File: config.mk
export PLATFORM = sky130hd
export DESIGN_NAME = motor_feedback_frame_demux_unit
export DESIGN_NICKNAME = d
export VERILOG_FILES = /design/src/sv/mfd_pkg.sv /design/src/sv/mfd_ram.sv /design/src/sv/mfd_id_table.sv /design/src/sv/motor_feedback_frame_demux_unit.sv
export VERILOG_INCLUDE_DIRS = /design/src /design/src/sv
export SDC_FILE = /design/constraint.sdc
export NUM_CORES = 2
export LEC_CHECK = 0
export ABC_AREA = 1
export BUFFER_PORTS_ARGS = -buffer_cell sky130_fd_sc_hd__buf_2
export CAP_MARGIN = 5
export CORE_UTILIZATION = 60
export CTS_CLUSTER_DIAMETER = 30
export DETAILED_ROUTE_END_ITERATION = 6
export GPL_TIMING_DRIVEN = 0
export PLACE_DENSITY = 0.77
export SETUP_SLACK_MARGIN = 0.2
export SLEW_MARGIN = 20
export SYNTH_ARGS = -nofsm -noshare
export SYNTH_HDL_FRONTEND = slang
export SYNTH_HIERARCHICAL = 1
export SYNTH_SLANG_ARGS = --single-unit
File: constraint.sdc
create_clock -name clk -period 21.6 [get_ports clk]
set_input_delay 4.32 -clock clk [delete_from_list [all_inputs] [get_ports clk]]
set_output_delay 4.32 -clock clk [all_outputs]
set_load 0.005 [all_outputs]
File: src/sv/motor_feedback_frame_demux_unit_defines.svh
// ----------------------------------------------------------------------------
// motor feedback frame demux - assertion macros
// concurrent checks on clk with reset rst_n, empty under synthesis
// ----------------------------------------------------------------------------
`ifndef MOTOR_FEEDBACK_FRAME_DEMUX_UNIT_DEFINES_SVH
`define MOTOR_FEEDBACK_FRAME_DEMUX_UNIT_DEFINES_SVH

`ifndef SYNTHESIS
// same-cycle implication
`define MFD_ASSERT_IMP(lbl, cond, prop, msg) \
    lbl: assert property (@(posedge clk) disable iff (!rst_n) (cond) |-> (prop)) else $error(msg);
// next-cycle implication
`define MFD_ASSERT_NXT(lbl, cond, prop, msg) \
    lbl: assert property (@(posedge clk) disable iff (!rst_n) (cond) |=> (prop)) else $error(msg);
`else
`define MFD_ASSERT_IMP(lbl, cond, prop, msg)
`define MFD_ASSERT_NXT(lbl, cond, prop, msg)
`endif

`endif

File: src/sv/mfd_pkg.sv
`timescale 1ns / 1ps
// ----------------------------------------------------------------------------
// mfd_pkg
// shared types and codes of the motor feedback frame demux
// ----------------------------------------------------------------------------
package mfd_pkg;

    localparam int MAX_MOTORS_DEF = 8;

    // outcome codes
    localparam logic [2:0] OUTCOME_REGISTERED = 3'd0;
    localparam logic [2:0] OUTCOME_REJECTED   = 3'd1;
    localparam logic [2:0] OUTCOME_DROPPED    = 3'd2;
    localparam logic [2:0] OUTCOME_FEEDBACK   = 3'd3;
    localparam logic [2:0] OUTCOME_PARAM      = 3'd4;
    localparam logic [2:0] OUTCOME_IGNORED    = 3'd5;

    // command types from identifier bits 28:24
    localparam logic [4:0] CTYPE_FEEDBACK = 5'h02;
    localparam logic [4:0] CTYPE_PARAM    = 5'h11;

    localparam logic [3:0] FRAME_LEN_FULL = 4'd8;

    typedef struct packed {
        logic        mode;
        logic [7:0]  new_motor_id;
        logic        is_extended;
        logic        is_remote;
        logic [3:0]  frame_length;
        logic [28:0] frame_id;
        logic [63:0] payload;
        logic [31:0] now_ms;
    } item_t;

    typedef struct packed {
        logic [2:0]  outcome;
        logic [2:0]  slot;
        logic [7:0]  motor_id_out;
        logic [15:0] position_code;
        logic [15:0] velocity_code;
        logic [15:0] torque_code;
        logic [15:0] temperature_code;
        logic [1:0]  run_state;
        logic [5:0]  fault_bits;
        logic [15:0] param_index;
        logic [31:0] param_value_bits;
        logic [31:0] stamp_ms;
    } result_t;

    typedef struct packed {
        logic [15:0] pos;
        logic [15:0] vel;
        logic [15:0] trq;
        logic [15:0] temp;
        logic [1:0]  run;
        logic [5:0]  flt;
        logic [31:0] stamp;
    } fb_rec_t;

    typedef struct packed {
        logic [15:0] idx;
        logic [31:0] val;
    } rp_rec_t;

    typedef struct packed {
        logic hit;
        logic full;
    } lookup_t;

endpackage

File: src/sv/mfd_ram.sv
`timescale 1ns / 1ps
// ----------------------------------------------------------------------------
// mfd_ram
// generic single-write, single-read ram with registered read data
// ----------------------------------------------------------------------------
module mfd_ram #(
    parameter int WIDTH = 8,
    parameter int DEPTH = mfd_pkg::MAX_MOTORS_DEF
) (
    input  logic                                   clk,
    input  logic                                   we,
    input  logic [((DEPTH > 1) ? $clog2(DEPTH) : 1)-1:0] waddr,
    input  logic [WIDTH-1:0]                       wdata,
    input  logic                                   re,
    input  logic [((DEPTH > 1) ? $clog2(DEPTH) : 1)-1:0] raddr,
    output logic [WIDTH-1:0]                       rdata
);

    logic [WIDTH-1:0] mem [DEPTH];
    logic [WIDTH-1:0] rdata_reg;

    always_ff @(posedge clk)
    begin
        if (we)
        begin
            mem[waddr] <= wdata;
        end
        if (re)
        begin
            rdata_reg <= mem[raddr];
        end
    end

    assign rdata = rdata_reg;

endmodule

File: src/sv/mfd_id_table.sv
`timescale 1ns / 1ps
// ----------------------------------------------------------------------------
// mfd_id_table
// registered motor ids with parallel match and append
// ----------------------------------------------------------------------------
module mfd_id_table #(
    parameter int MAX_MOTORS = mfd_pkg::MAX_MOTORS_DEF,
    localparam int SW = (MAX_MOTORS > 1) ? $clog2(MAX_MOTORS) : 1
) (
    input  logic            clk,
    input  logic            rst_n,
    input  logic [7:0]      lookup_id,
    input  logic            wr_en,
    input  logic [7:0]      wr_id,
    output mfd_pkg::lookup_t status,
    output logic [SW-1:0]   hit_slot,
    output logic [SW-1:0]   free_slot
);

    localparam int CW = $clog2(MAX_MOTORS + 1);

    logic [7:0]            id_reg [MAX_MOTORS];
    logic [CW-1:0]         count_reg;
    logic [CW-1:0]         count_next;
    logic [MAX_MOTORS-1:0] hit_vec;
    logic [SW-1:0]         slot_acc;

    // ids are unique, so at most one entry matches
    always_comb
    begin
        slot_acc = '0;
        for (int i = 0; i < MAX_MOTORS; i++)
        begin
            hit_vec[i] = (CW'(i) < count_reg) && (id_reg[i] == lookup_id);
            slot_acc   = slot_acc | (hit_vec[i] ? SW'(i) : '0);
        end
    end

    assign hit_slot    = slot_acc;
    assign status.hit  = |hit_vec;
    assign status.full = (count_reg == CW'(MAX_MOTORS));
    assign free_slot   = SW'(count_reg);
    assign count_next  = count_reg + ((wr_en && !status.full) ? CW'(1) : CW'(0));

    always_ff @(posedge clk or negedge rst_n)
    begin
        if (!rst_n)
        begin
            count_reg <= '0;
        end
        else
        begin
            count_reg <= count_next;
        end
    end

    always_ff @(posedge clk)
    begin
        if (wr_en && !status.full)
        begin
            id_reg[free_slot] <= wr_id;
        end
    end

endmodule

File: src/sv/motor_feedback_frame_demux_unit.sv
`timescale 1ns / 1ps
// ----------------------------------------------------------------------------
// motor_feedback_frame_demux_unit
// registers motor ids and files feedback and parameter-reply frames into
// per-motor records, one result per request
// ----------------------------------------------------------------------------
//
//  channel   payload                   handshake              direction
//  item      mfd_pkg::item_t   (item)  item_valid/item_stall  in
//  result    mfd_pkg::result_t (result) result_valid/result_stall out
//
//  the id match and record read issue on the accept edge, the record
//  ram answers in the next cycle and the write-back happens as the result
//  is loaded; only one request is in flight
//  reset clears the id count and the record valid bits at once, no sweep;
//  a slot whose valid bit is clear reads as an all-zero record
//  a stalled result holds the write-back stage, so item_stall stays high
//  until the output register can take the result
//
`include "motor_feedback_frame_demux_unit_defines.svh"

module motor_feedback_frame_demux_unit #(
    parameter int MAX_MOTORS = mfd_pkg::MAX_MOTORS_DEF
) (
    input  logic             clk,
    input  logic             rst_n,
    input  logic             item_valid,
    output logic             item_stall,
    input  mfd_pkg::item_t   item,
    output logic             result_valid,
    input  logic             result_stall,
    output mfd_pkg::result_t result
);

    localparam int SW = (MAX_MOTORS > 1) ? $clog2(MAX_MOTORS) : 1;

    // ------------------------------------------------------------------
    // accept stage: lookup and decode
    // ------------------------------------------------------------------
    logic             accept;
    logic [7:0]       lookup_id;
    logic             frame_ok;
    logic [4:0]       ctype;
    mfd_pkg::lookup_t lk;
    logic [SW-1:0]    hit_slot;
    logic [SW-1:0]    free_slot;
    logic             has_slot;
    logic [SW-1:0]    sel_slot;
    logic [SW-1:0]    rd_slot;
    logic [2:0]       outcome;
    logic             reg_wr;
    mfd_pkg::fb_rec_t fb_new;
    mfd_pkg::rp_rec_t rp_new;

    // write-back stage
    logic             s1_valid_reg;
    logic             s1_valid_next;
    logic [2:0]       s1_outcome_reg;
    logic             s1_has_slot_reg;
    logic [SW-1:0]    s1_slot_reg;
    logic [7:0]       s1_mid_reg;
    mfd_pkg::fb_rec_t s1_fb_reg;
    mfd_pkg::rp_rec_t s1_rp_reg;
    logic             s1_fb_vld_reg;
    logic             s1_rp_vld_reg;
    logic             s1_done;

    // record stores and their valid bits
    logic                  fb_we;
    logic                  rp_we;
    mfd_pkg::fb_rec_t      fb_rdata;
    mfd_pkg::rp_rec_t      rp_rdata;
    logic [MAX_MOTORS-1:0] fb_vld_reg;
    logic [MAX_MOTORS-1:0] fb_vld_next;
    logic [MAX_MOTORS-1:0] rp_vld_reg;
    logic [MAX_MOTORS-1:0] rp_vld_next;

    // output register
    logic             result_valid_reg;
    logic             result_valid_next;
    mfd_pkg::result_t result_reg;
    mfd_pkg::result_t result_next;
    mfd_pkg::fb_rec_t fb_cur;
    mfd_pkg::rp_rec_t rp_cur;

    assign item_stall = s1_valid_reg;
    assign accept     = item_valid && !item_stall;

    // frame motor id lives in identifier bits 15:8
    assign lookup_id = item.mode ? item.frame_id[15:8] : item.new_motor_id;
    assign frame_ok  = item.is_extended && !item.is_remote &&
                       (item.frame_length == mfd_pkg::FRAME_LEN_FULL);
    assign ctype     = item.frame_id[28:24];

    mfd_id_table #(
        .MAX_MOTORS (MAX_MOTORS)
    ) u_id_table (
        .clk       (clk),
        .rst_n     (rst_n),
        .lookup_id (lookup_id),
        .wr_en     (accept && reg_wr),
        .wr_id     (item.new_motor_id),
        .status    (lk),
        .hit_slot  (hit_slot),
        .free_slot (free_slot)
    );

    always_comb
    begin
        has_slot = 1'b0;
        sel_slot = hit_slot;
        outcome  = mfd_pkg::OUTCOME_DROPPED;
        reg_wr   = 1'b0;
        if (!item.mode)
        begin
            if (lk.full)
            begin
                // table full: rejected with no slot, even for a known id
                outcome = mfd_pkg::OUTCOME_REJECTED;
            end
            else if (lk.hit)
            begin
                // duplicate id shows the existing entry
                outcome  = mfd_pkg::OUTCOME_REJECTED;
                has_slot = 1'b1;
            end
            else
            begin
                outcome  = mfd_pkg::OUTCOME_REGISTERED;
                has_slot = 1'b1;
                sel_slot = free_slot;
                reg_wr   = 1'b1;
            end
        end
        else if (frame_ok && lk.hit)
        begin
            has_slot = 1'b1;
            case (ctype)
                mfd_pkg::CTYPE_FEEDBACK: outcome = mfd_pkg::OUTCOME_FEEDBACK;
                mfd_pkg::CTYPE_PARAM:    outcome = mfd_pkg::OUTCOME_PARAM;
                default:                 outcome = mfd_pkg::OUTCOME_IGNORED;
            endcase
        end
    end

    assign rd_slot = has_slot ? sel_slot : '0;

    // new feedback record: codes straight from the payload, state and
    // fault from the identifier
    always_comb
    begin
        fb_new.pos   = item.payload[63:48];
        fb_new.vel   = item.payload[47:32];
        fb_new.trq   = item.payload[31:16];
        fb_new.temp  = item.payload[15:0];
        fb_new.run   = item.frame_id[23:22];
        fb_new.flt   = item.frame_id[21:16];
        fb_new.stamp = item.now_ms;
    end

    // parameter reply: index from bytes 0..1, value from bytes 4..7,
    // both little-endian
    always_comb
    begin
        rp_new.idx = {item.payload[55:48], item.payload[63:56]};
        rp_new.val = {item.payload[7:0], item.payload[15:8],
                      item.payload[23:16], item.payload[31:24]};
    end

    // ------------------------------------------------------------------
    // write-back stage
    // ------------------------------------------------------------------
    assign s1_done       = s1_valid_reg && (!result_valid_reg || !result_stall);
    assign s1_valid_next = accept ? 1'b1 : (s1_done ? 1'b0 : s1_valid_reg);

    always_ff @(posedge clk or negedge rst_n)
    begin
        if (!rst_n)
        begin
            s1_valid_reg <= 1'b0;
        end
        else
        begin
            s1_valid_reg <= s1_valid_next;
        end
    end

    always_ff @(posedge clk)
    begin
        if (accept)
        begin
            s1_outcome_reg  <= outcome;
            s1_has_slot_reg <= has_slot;
            s1_slot_reg     <= rd_slot;
            s1_mid_reg      <= lookup_id;
            s1_fb_reg       <= fb_new;
            s1_rp_reg       <= rp_new;
            s1_fb_vld_reg   <= fb_vld_reg[rd_slot];
            s1_rp_vld_reg   <= rp_vld_reg[rd_slot];
        end
    end

    assign fb_we = s1_done && (s1_outcome_reg == mfd_pkg::OUTCOME_FEEDBACK);
    assign rp_we = s1_done && (s1_outcome_reg == mfd_pkg::OUTCOME_PARAM);

    mfd_ram #(
        .WIDTH ($bits(mfd_pkg::fb_rec_t)),
        .DEPTH (MAX_MOTORS)
    ) u_fb_ram (
        .clk   (clk),
        .we    (fb_we),
        .waddr (s1_slot_reg),
        .wdata (s1_fb_reg),
        .re    (accept),
        .raddr (rd_slot),
        .rdata (fb_rdata)
    );

    mfd_ram #(
        .WIDTH ($bits(mfd_pkg::rp_rec_t)),
        .DEPTH (MAX_MOTORS)
    ) u_rp_ram (
        .clk   (clk),
        .we    (rp_we),
        .waddr (s1_slot_reg),
        .wdata (s1_rp_reg),
        .re    (accept),
        .raddr (rd_slot),
        .rdata (rp_rdata)
    );

    // valid bits stand in for clearing the records at reset
    always_comb
    begin
        fb_vld_next = fb_vld_reg;
        rp_vld_next = rp_vld_reg;
        if (fb_we)
        begin
            fb_vld_next[s1_slot_reg] = 1'b1;
        end
        if (rp_we)
        begin
            rp_vld_next[s1_slot_reg] = 1'b1;
        end
    end

    always_ff @(posedge clk or negedge rst_n)
    begin
        if (!rst_n)
        begin
            fb_vld_reg <= '0;
            rp_vld_reg <= '0;
        end
        else
        begin
            fb_vld_reg <= fb_vld_next;
            rp_vld_reg <= rp_vld_next;
        end
    end

    // record shown is the one after this request's update
    always_comb
    begin
        if (s1_outcome_reg == mfd_pkg::OUTCOME_FEEDBACK)
        begin
            fb_cur = s1_fb_reg;
        end
        else
        begin
            fb_cur = s1_fb_vld_reg ? fb_rdata : '0;
        end
        if (s1_outcome_reg == mfd_pkg::OUTCOME_PARAM)
        begin
            rp_cur = s1_rp_reg;
        end
        else
        begin
            rp_cur = s1_rp_vld_reg ? rp_rdata : '0;
        end
        if (!s1_has_slot_reg)
        begin
            fb_cur = '0;
            rp_cur = '0;
        end
    end

    always_comb
    begin
        result_next.outcome          = s1_outcome_reg;
        result_next.slot             = s1_has_slot_reg ? 3'(s1_slot_reg) : 3'd0;
        result_next.motor_id_out     = s1_mid_reg;
        result_next.position_code    = fb_cur.pos;
        result_next.velocity_code    = fb_cur.vel;
        result_next.torque_code      = fb_cur.trq;
        result_next.temperature_code = fb_cur.temp;
        result_next.run_state        = fb_cur.run;
        result_next.fault_bits       = fb_cur.flt;
        result_next.param_index      = rp_cur.idx;
        result_next.param_value_bits = rp_cur.val;
        result_next.stamp_ms         = fb_cur.stamp;
    end

    // ------------------------------------------------------------------
    // output register
    // ------------------------------------------------------------------
    assign result_valid_next = s1_done || (result_valid_reg && result_stall);

    always_ff @(posedge clk or negedge rst_n)
    begin
        if (!rst_n)
        begin
            result_valid_reg <= 1'b0;
        end
        else
        begin
            result_valid_reg <= result_valid_next;
        end
    end

    always_ff @(posedge clk)
    begin
        if (s1_done)
        begin
            result_reg <= result_next;
        end
    end

    assign result_valid = result_valid_reg;
    assign result       = result_reg;

    // ------------------------------------------------------------------
    // checks
    // ------------------------------------------------------------------
    `MFD_ASSERT_NXT(a_accept_enters_stage, accept, s1_valid_reg, "accepted request not in write-back stage")
    `MFD_ASSERT_NXT(a_done_loads_result, s1_done, result_valid_reg, "finished request did not reach output")
    `MFD_ASSERT_IMP(a_dropped_has_no_record, result_valid_reg && (result_reg.outcome == mfd_pkg::OUTCOME_DROPPED), (result_reg.slot == 3'd0) && (result_reg.stamp_ms == 32'd0) && (result_reg.param_index == 16'd0), "dropped frame shows a record")

endmodule

==> results.md <==
- Outcome: finished, violations left
- Failing checks: DRC
- Number of clock sinks: 1,741
- Routed len/inst: 22.2 um
- Drt total wl: 209 mm
- Sw frac: 26.7%
- Actual slew at the worst max-slew pin: 1.06 ns
- Post-CTS Resized: 0
- Skew-Pair Late Insertion Delay: 0.93 ns
- DRT iter0 DRCs: 7,165
- Vias in the first global route: 54,490
- Port Buffers: 303
- Post-synth top cells: 2,150 x nand2_1, 1,719 x edfxtp_1, 1,293 x inv_1
- Initial antenna violation count: 6
- Ratio of cells with drive above 1 in the final layout: 15.2%
- Synth top area share: 70.6%
- Internal: 8170 uW
- Htree depth: 5
- RSZ-0062 raised after global routing: false
- CP Launch Type: primary input
- Row cnt: 127
- First-pass GRT wire length: 309 mm
- Die width: 351 um
- Final setup fails: 0
- Setup Skew: 0.0593 ns
- Max reg flops: 832
- Core Area: 0.120 mm^2
- Vias: 53,463
- Post-DP HPWL: 125 mm
- Final-report max-slew violation count: 0
- First-pass DRT Iterations: 7
- GRT Total Usage: 33.9%
- Clock buffer depth: 4
- Syn Nets: 6,945
- Max_slew headroom: 29.6%
- PD cells: 123 mW/mm^2
- Clock power share: 47.8%
- Async S/R FF share, synth: 1.26%
- Count leader, synth: nand2_1
- Number of remaining DRC errors: 2
- CTS Buf Count: 347
- Placed insts: 8,792
- Minimum clock period: 8.93 ns
- Io pins: 312
- Arr. time, crit path: 9.69 ns
- Syn Area/Cell: 10.8 um^2
- VDD IR max: 0.108 mV
- Leakage: 0.0393 uW
- Reg power frac: 39.6%
- Main area contributors after synthesis: edfxtp_1 71%, nand2_1 11%, inv_1 6.6%
- Final hold vios: 0
- Final Power: 11,100 uW
- Post-CTS Hold Fix Bufs: 0
- Synth cell types: 36
- Max cap viols: 0
- Clock root cell: clkbuf_16
- Non-filler cells, final: 9,409
- Utilization after layout: 75.0%
- DIE AREA: 0.123 mm^2
- Nets@finish: 7,675
- Area leader, netlist: edfxtp_1
- Most used DFF post-synth: edfxtp_1
- Crit-path max FO: 10
- Max frequency: 112 MHz
- Reg clk slew, reported paths: 0.04 ns
- Number of synthesized flops with an enable pin: 1,719
- Sequential area share after synthesis: 71.3%
- Die Y: 351 um
- Post-synth design cell area: 0.0731 mm^2
- Yosys warns: 6
- Hold crit path type: flip-flop to flip-flop
- Final Cycle Share: 41.4%
- Largest net degree at the start of global routing: 28
- Cells after synthesis: 6,799
- Synth Register Bits: 1,741
- Routed Antenna Nets: 0
- Comb pwr share: 12.6%
- Initial core utilization: 60.7%
- Post-CTS setup buffer count: 0
- Area grow syn2layout: 23.5%
- R2R setup slack: 16.74 ns
- NetSw: 2970 uW
- Via/cell ratio: 5.68
- Worst path required time: 22.35 ns
- Setup crit end kind: flip-flop
- Clock tree from TritonCTS: done
- Setup CP Type: primary input to flip-flop
- Gr ovfl total: 0
- RePlAce Congestion: 0.858
## worst paths after layout
check,from,end,depth (start not counted)
worst min-delay path,s1_mid_reg[6],result[158],0
max in group asynchronous,rst_n,u_id_table/count_reg[0],1
min in group asynchronous,rst_n,result_valid,1
worst min register to register,s1_mid_reg[6],result[158],0
worst max-delay path,item[139],u_fb_ram/rdata[74],25
worst max register to register,u_id_table/count_reg[1],u_fb_ram/rdata[74],20
## power by group through the flow
stage	combinational, uW	clock [uW]	sequential (uW)
3_5_place_dp	1330	0	4460
3_3_place_gp	1200	0	4610
6_report	1400	5320	4410
2_1_floorplan	716	0	4460
5_1_grt	1500	5500	4430
4_1_cts	1380	5350	4400
## kinds of logic (layout without fill, tap and decap cells)
kind of cell,count (synthesis),in the layout,share of synthesized area [%]
buffers and inverters,1632,2623,8.88
AND/OR/NAND/NOR,3046,3046,16.9
flip-flops,1741,1741,71.3
XOR/XNOR,40,40,0.479
AO/OA/AOI/OAI,337,337,2.31
other,0,7,0
adder cells (fa/ha/maj),2,2,0.0342
multiplexers,1,1,0.0137
## critical path, cell delays in order
cell and delay, ns:
buf_2 0.11, inv_2 0.09, buf_1 0.54, nand2_1 0.18, nand2_1 0.15, buf_4 0.24
xnor2_1 0.14, nand2_1 0.06, nor2_1 0.15, nand3_1 0.20, nand2_1 0.12, nor2_1 0.06
nand2_1 0.11, nand2_1 0.08, nor2_2 0.12, nand2_1 0.12, nand2_2 0.11, buf_6 0.15
nand2_2 0.08, nor2_4 0.39, buf_2 0.44, clkbuf_1 0.82, clkbuf_1 0.59, nand2_1 0.17
nand2_1 0.13
## placed cells by master, fill, tap and decap left out, types with 4 or more instances in the layout
cell	instances
buf_12	40
buf_2	456
buf_1	17
clkbuf_16	356
inv_2	23
clkinv_1	35
clkinvlp_4	51
diode_2	7
xor2_1	8
clkinv_2	32
inv_6	22
inv_1	1293
nand3_2	5
buf_4	39
xnor2_1	32
clkbuf_1	132
nor2_1	196
nor2_2	4
buf_16	38
nand3_1	643
a21oi_1	156
edfxtp_1	1719
dfrtp_1	22
nand2_2	5
nand4_1	11
o21ai_0	62
inv_8	4
nand2_1	2150
o21ai_1	116
clkinv_4	31
nor2_4	19
bufinv_16	47
## cell type report
class,count,area (um^2)
clock buffer,388,9040
fill,6947,30100
buffer,315,1550
multi-input combinational,3426,14600
clock inverter,222,2600
antenna,7,17.5
sequential,1741,52200
inverter,1317,4950
timing repair buffer,381,3360
tap,1612,2020
## metrics by stage
step | setup TNS, ns | cell area [um^2] | hold slack, ns | setup WS, ns
after floorplan | 0 | 73100 | 0.400 | 3.61
after global placement | -5534.61 | 76700 | 0.403 | -5.79
after detailed placement | 0 | 78700 | 0.408 | 12.05
after CTS | 0 | 90300 | 0.414 | 12.85
after global routing | 0 | 90300 | 0.416 | 12.46
final | 0 | 90300 | 0.409 | 12.67
## layer usage
layer | part of all wire [%] | up-vias | track usage (%)
met5 | 0.0096 | - | 0
met4 | 6.6 | 4 | 22.2
met3 | 11 | 918 | 7.25
met2 | 47 | 3977 | 54.8
met1 | 35 | 25183 | 41.3
li1 | - | 23381 | -
Power figures use the tool's default switching activity.
